### config.mk
export PLATFORM = sky130hd
export DESIGN_NAME = tdpt_rem_unit
export DESIGN_NICKNAME = d
export VERILOG_FILES = /design/src/rtl/core/tdpt_pkg.sv /design/src/rtl/core/tdpt_rem_unit.sv
export SDC_FILE = /design/constraint.sdc
export NUM_CORES = 1
export LEC_CHECK = 0
export BUFFER_PORTS_ARGS = -buffer_cell sky130_fd_sc_hd__buf_2
export CORE_MARGIN = 2
export CORE_UTILIZATION = 40
export CTS_CLUSTER_DIAMETER = 200
export DETAILED_ROUTE_END_ITERATION = 8
export SKIP_LAST_GASP = 1
export SYNTH_ARGS = -nofsm -noshare
export SYNTH_HDL_FRONTEND = slang
export SYNTH_SLANG_ARGS = --single-unit
export TNS_END_PERCENT = 1
### constraint.sdc
create_clock -name i_clk -period 2.5 [get_ports i_clk]
set_input_delay 0.375 -clock i_clk [delete_from_list [all_inputs] [get_ports i_clk]]
set_output_delay 0.375 -clock i_clk [all_outputs]
set_load 0.005 [all_outputs]
### src/rtl/core/tdpt_pkg.sv
// Shared types and constants for the trial division prime test block.
// Used by tdpt_rem_unit and trial_division_prime_test; depends on nothing.
`default_nettype none

package tdpt_pkg;

    localparam int VALUE_WIDTH_DEF = 16;
    localparam int FIRST_DIVISOR   = 2;

    typedef enum logic [1:0] {
        S_IDLE,
        S_CHECK,
        S_DIV,
        S_FINISH
    } t_state;

    typedef struct packed {
        logic start;
    } t_rem_ctrl;

    typedef struct packed {
        logic busy;
        logic done;
        logic rem_zero;
    } t_rem_stat;

endpackage

`default_nettype wire

### src/rtl/core/tdpt_rem_unit.sv
// Iterative remainder unit: restoring division, one dividend bit per cycle.
// Depends on tdpt_pkg for its control and status structs.
`default_nettype none

module tdpt_rem_unit #(
    parameter int VALUE_WIDTH = tdpt_pkg::VALUE_WIDTH_DEF
) (
    input  wire logic                   i_clk,
    input  wire logic                   i_rst_n,
    input  wire tdpt_pkg::t_rem_ctrl    i_ctrl,
    input  wire logic [VALUE_WIDTH-1:0] i_dividend,
    input  wire logic [VALUE_WIDTH-1:0] i_divisor,
    output tdpt_pkg::t_rem_stat         o_stat
);
    import tdpt_pkg::*;

    localparam int CNT_W = $clog2(VALUE_WIDTH);

    logic [VALUE_WIDTH-1:0] r_rem;
    logic [VALUE_WIDTH-1:0] r_dvd;
    logic [CNT_W-1:0]       r_cnt;
    logic                   r_busy;
    logic                   r_done;

    logic [VALUE_WIDTH:0]   w_shift;
    logic [VALUE_WIDTH+1:0] w_diff;
    logic [VALUE_WIDTH-1:0] n_rem;

    always_comb begin
        w_shift = {r_rem, r_dvd[VALUE_WIDTH-1]};
        w_diff  = {1'b0, w_shift} - {2'b00, i_divisor};
        if (w_diff[VALUE_WIDTH+1]) begin
            n_rem = w_shift[VALUE_WIDTH-1:0];
        end else begin
            n_rem = w_diff[VALUE_WIDTH-1:0];
        end
    end

    always_ff @(posedge i_clk) begin
        if (!i_rst_n) begin
            r_busy <= 1'b0;
            r_done <= 1'b0;
            r_cnt  <= '0;
        end else begin
            r_done <= 1'b0;
            if (i_ctrl.start) begin
                r_busy <= 1'b1;
                r_cnt  <= CNT_W'(VALUE_WIDTH - 1);
            end else if (r_busy) begin
                r_cnt <= r_cnt - 1'b1;
                if (r_cnt == '0) begin
                    r_busy <= 1'b0;
                    r_done <= 1'b1;
                end
            end
        end
    end

    always_ff @(posedge i_clk) begin
        if (i_ctrl.start) begin
            r_rem <= '0;
            r_dvd <= i_dividend;
        end else if (r_busy) begin
            r_rem <= n_rem;
            r_dvd <= {r_dvd[VALUE_WIDTH-2:0], 1'b0};
        end
    end

    assign o_stat.busy     = r_busy;
    assign o_stat.done     = r_done;
    assign o_stat.rem_zero = (r_rem == '0);

endmodule

`default_nettype wire

; Word-level counts from Yosys, hierarchy flattened
; Cells that the tools add are included.
[classes]
bitwise = 2
mux = 9
reduce_logical = 4
n_addsub = 2
[op_table]
columns = op, count
row1 = two-way mux 16 bit, 3
row2 = subtractor 17 x 16 -> 18 bit, 1
row3 = zero test 16 bit, 1
row4 = two-way mux 4 bit, 2
row5 = zero test 4 bit, 1
row6 = two-way mux 1 bit, 4
row7 = "subtractor 4 x 1 -> 4 bit, second input constant", 1
row8 = OR reduction 3 bit, 1
row9 = NOT 1 bit, 2
row10 = nonzero test 2 bit, 1
[word_totals]
out_inout_bits = 3
input_bits = 35
regBits = 38
wordCells = 22

; Longest topological paths before layout
[depth]
word_depth = 4
depth_mapped = 10
depth_no_buf = 9

; Least setup slack after synthesis
; No wires, ideal clock.
[synth_timing]
kind = input to register
start = input i_divisor[12]
end = register r_rem[3]
n_path_buf = 1
cell_stages = 9
setup_ns = 0.136
required_time_ns = 2.364
arrival_ns = 1.887
path_slack_ns = 0.478
cell_sequence = inv_1 > ha_1 > buf_6 > a21o_1 > a31oi_2 > nand2_2 > o211a_4 > nor2_4 > o311ai_2
[synth_via]
elab_chain_len = 2
[synth_lines]
columns = element, line
row1 = start: declaration, tdpt_rem_unit.sv:12  ; input wire logic [VALUE_WIDTH-1:0] i_divisor,
row2 = subtractor 17 x 16 -> 18 bit, tdpt_rem_unit.sv:31  ; w_diff = {1'b0, w_shift} - {2'b00, i_divisor};
row3 = two-way mux 16 bit, tdpt_rem_unit.sv:32  ; if (w_diff[VALUE_WIDTH+1]) begin
row4 = end signal: assignment, tdpt_rem_unit.sv:64  ; r_rem <= n_rem;
row5 = end: declaration, tdpt_rem_unit.sv:19  ; logic [VALUE_WIDTH-1:0] r_rem;
; Every way passes these cells.
; A chain may end at the register's enable or synchronous reset.

; Worst setup path in the final report
[layout_timing]
start = register r_rem[5]
end = register r_rem[5]
[layout_via]
elab_chain_len = 2
[layout_lines]
columns = element, line
row1 = subtractor 17 x 16 -> 18 bit, tdpt_rem_unit.sv:31
row2 = two-way mux 16 bit, tdpt_rem_unit.sv:32
; Every way passes these cells.

==> out/metrics.yaml <==
setup_path:
  crit_slowest_cell: "o211ai_4"
  startpoint_type: "flop"
  end_kind: "flop"
  worstPathMaxFanout: 16
  crit_arrival_ns: 2.47
  crit_required_ns: 2.70
  path_cells: "ha_1, a21oi_1, o21a_1, nand2_2, o211ai_4, nand3_1, a311oi_1"
  crit_family: "compound AO/OA/AOI/OAI gates"
  max_stage_delay_ns: 0.42
  r2r_cells: 7
  crit_buf_inv: 0
  critPathKind: "reg2reg"
  cp.depth: 7
clock_tree:
  post_cts_buffers: 0
  ctsResizeCount: 0
  hold_buffers: 0
  cts_sinks: 38
  insertion_delay_ns: 0.28
  htree_levels: 2
  cts_buffer_depth: 2
  cts_buffers: 5
  cts_tree: "done"
  path_clk_slew_ns: 0.07
  root_buffer: "clkbuf_8"
yosys:
  synth_edf_count: 16
  synth_cell_types: 56
  yosysSeqAreaShare_pct: 33.7
  synthTopCellsByCount: "26 x nand2_1, 22 x dfxtp_1, 22 x inv_1"
  synth_cells: 287
  netlist_top_cells_area: "edfxtp_1 18%, dfxtp_1 16%, ha_1 7.8%"
  synth_most_common_cell: "nand2_1"
  syn_avg_cell_area_sq_um: 9.53
  synth_simple_gate_area_share_pct: 16.0
  ys_warn_count: 0
  yosysTopAreaCell: "edfxtp_1"
  syn_area_sq_mm: 0.00273
  synth_top_area_share_pct: 17.6
  synth_top_family_by_area: "compound AO/OA/AOI/OAI gates"
  muxShareOfSynthArea_pct: 6.96
  synth-compound-area-share_pct: 24.6
  ys_ff_latch: 38
  synthAdderAreaFrac_pct: 8.51
  syn-num-nets: 340
  synth_xor_xnor_area_share_pct: 4.16
  synthArstFlopShare_pct: 0
  synth_flop_cell: "dfxtp_1"
floorplanning:
  core_sq_mm: 0.00672
  start_util_pct: 40.7
  die_w_um: 86.7
  fp.dieH_um: 86.7
  fp-row-count: 30
  die-area_sq_mm: 0.00751
  num_io_pins: 38
min_path:
  hp-class: "in2reg"
  min_path_cells: 3
drt:
  drtIter0Drc: 97
  drc_errors: 0
  wl_um: 5960
  wl_per_cell_um: 14.8
  vias: 2180
  dr.pass1.iters: 4
  ant_nets: 0
  post_drt_via_cell_ratio: 5.40
sta:
  relSlewSlack_pct: 38.5
  hold_viol_final: 0
  setup_viol: 0
  drv_slew: 0
  fmax_mhz: 439
  post-route-period-util_pct: 91.0
  fin_worst_skew_ns: 0.00472
  timing.final.crit_period_ns: 2.28
  fin_tns_setup_ns: 0
  worst_pin_slew_ns: 0.920
  grt_setup_unrepaired: "false"
place:
  dpl.hpwl_um: 4500
  io_buffers: 37
  gp_congestion: 0.877
global_routing:
  antenna_found_initial: 0
  grt_max_degree: 17
  grt_pass1_wl_um: 9800
  grt_pass1_vias: 2054
  grtUsageTotal_pct: 16.4
  grt-ovfl-total: 0
final_layout:
  regArea_sq_um: 921
  drive_gt1_share_pct: 27.8
  fillers: 658
  multi_input_area_sq_mm: 0.00165
  syn2layout_area_growth_pct: 12.6
  utilization_pct: 45.8
  diodes: 0
  final_nets: 376
job:
  cap_violations: 0
power:
  ir_drop_mv: 0.179
  total_power_uw: 1480
  leakage_uw: 0.00135
  p_per_area_mw_per_mm2: 479
outcome:
  outcome: "finished clean"
==> worst reg2reg max path: stages (launching register included) <==
cell,delay [ns]
dfxtp_1,0.41
ha_1,0.32
a21oi_1,0.29
o21a_1,0.24
nand2_2,0.11
o211ai_4,0.42
nand3_1,0.13
a311oi_1,0.27
==> kinds of logic (layout without fill, tap and decap cells) <==
kind of cell,count (synthesis),in the layout
mux,17,17
xor+xnor,13,13
compound gates,78,78
buf+inv,37,74
fa+ha+maj,18,18
flops,38,38
simple gates,86,86
==> placed cells by master (no fill, tap or decap), types with 2 or more instances in the layout <==
master,count
nand2_1,26
buf_2,37
nand3_1,7
o211ai_2,2
inv_1,22
nand2b_1,3
nor2b_1,3
xor2_1,10
o311ai_2,4
nor2_1,17
dfxtp_1,22
xnor2_1,3
o21ai_0,6
and2_1,2
a211oi_1,4
nor4_1,5
o21a_1,5
edfxtp_1,16
o31ai_2,3
a31oi_1,3
nor2_4,2
buf_4,7
a21o_1,7
nor3b_1,2
nand4_1,14
o21ai_1,5
a311oi_1,3
a21oi_1,13
mux2_2,16
ha_1,17
clkbuf_8,6
o211ai_1,8
==> flip-flops by register name, summed over array words and instances, names as in the netlist <==
signal and count:
r_cnt 4, r_done 1, r_busy 1, r_dvd 16, r_rem 16
==> per-layer routing <==
layer / wire [um] / GRT usage, % / share of wire, % / vias to the layer above
li1: - / - / - / 1134
met1: 3040 / 23.4 / 51 / 1003
met2: 2680 / 25.7 / 45 / 36
met3: 161 / 2.57 / 2.7 / 7
met4: 80 / 5.11 / 1.3 / 0
met5: 0 / 0 / 0 / -
==> per-stage QoR <==
stage          instance area (sq um)  worst slack (ns)  std cells  hold WS [ns]
2_1_floorplan                   2730             0.478        287         0.467
3_3_place_gp                    2990             0.163        396         0.526
3_5_place_dp                    2990             0.130        396         0.532
4_1_cts                         3080             0.229        404         0.348
5_1_grt                         3080            0.0108        404         0.363
6_report                        3080             0.224        404         0.363
==> path summary, 6_finish.rpt <==
kind                                              from  slack [ns]                      to
worst max-delay path             r_rem[5]$_SDFFE_PP0P_        0.22   r_rem[5]$_SDFFE_PP0P_
worst min-delay path                           i_rst_n        0.36       r_done$_SDFF_PP0_
worst max register to register   r_rem[5]$_SDFFE_PP0P_        0.22   r_rem[5]$_SDFFE_PP0P_
worst min register to register  r_rem[11]$_SDFFE_PP0P_        0.54  r_rem[11]$_SDFFE_PP0P_
==> where the power goes <==
| group | leakage, uW | internal, uW | switching [uW] |
|---|---|---|---|
| registers | 0.000341 | 698 | 25.9 |
| clock network | 0.0000482 | 222 | 201 |
| logic | 0.000956 | 146 | 182 |
| total | 0.00135 | 1070 | 409 |
==> layout make-up <==
class	count	area share, %
well taps	80	3.25
repair buffers	44	7.72
inverters	22	2.68
clock inverters	1	0.163
flip-flops and latches	38	29.9
multi-input cells	212	53.5
clock buffers	7	2.80
No activity file was read; power rests on OpenSTA's default activity.
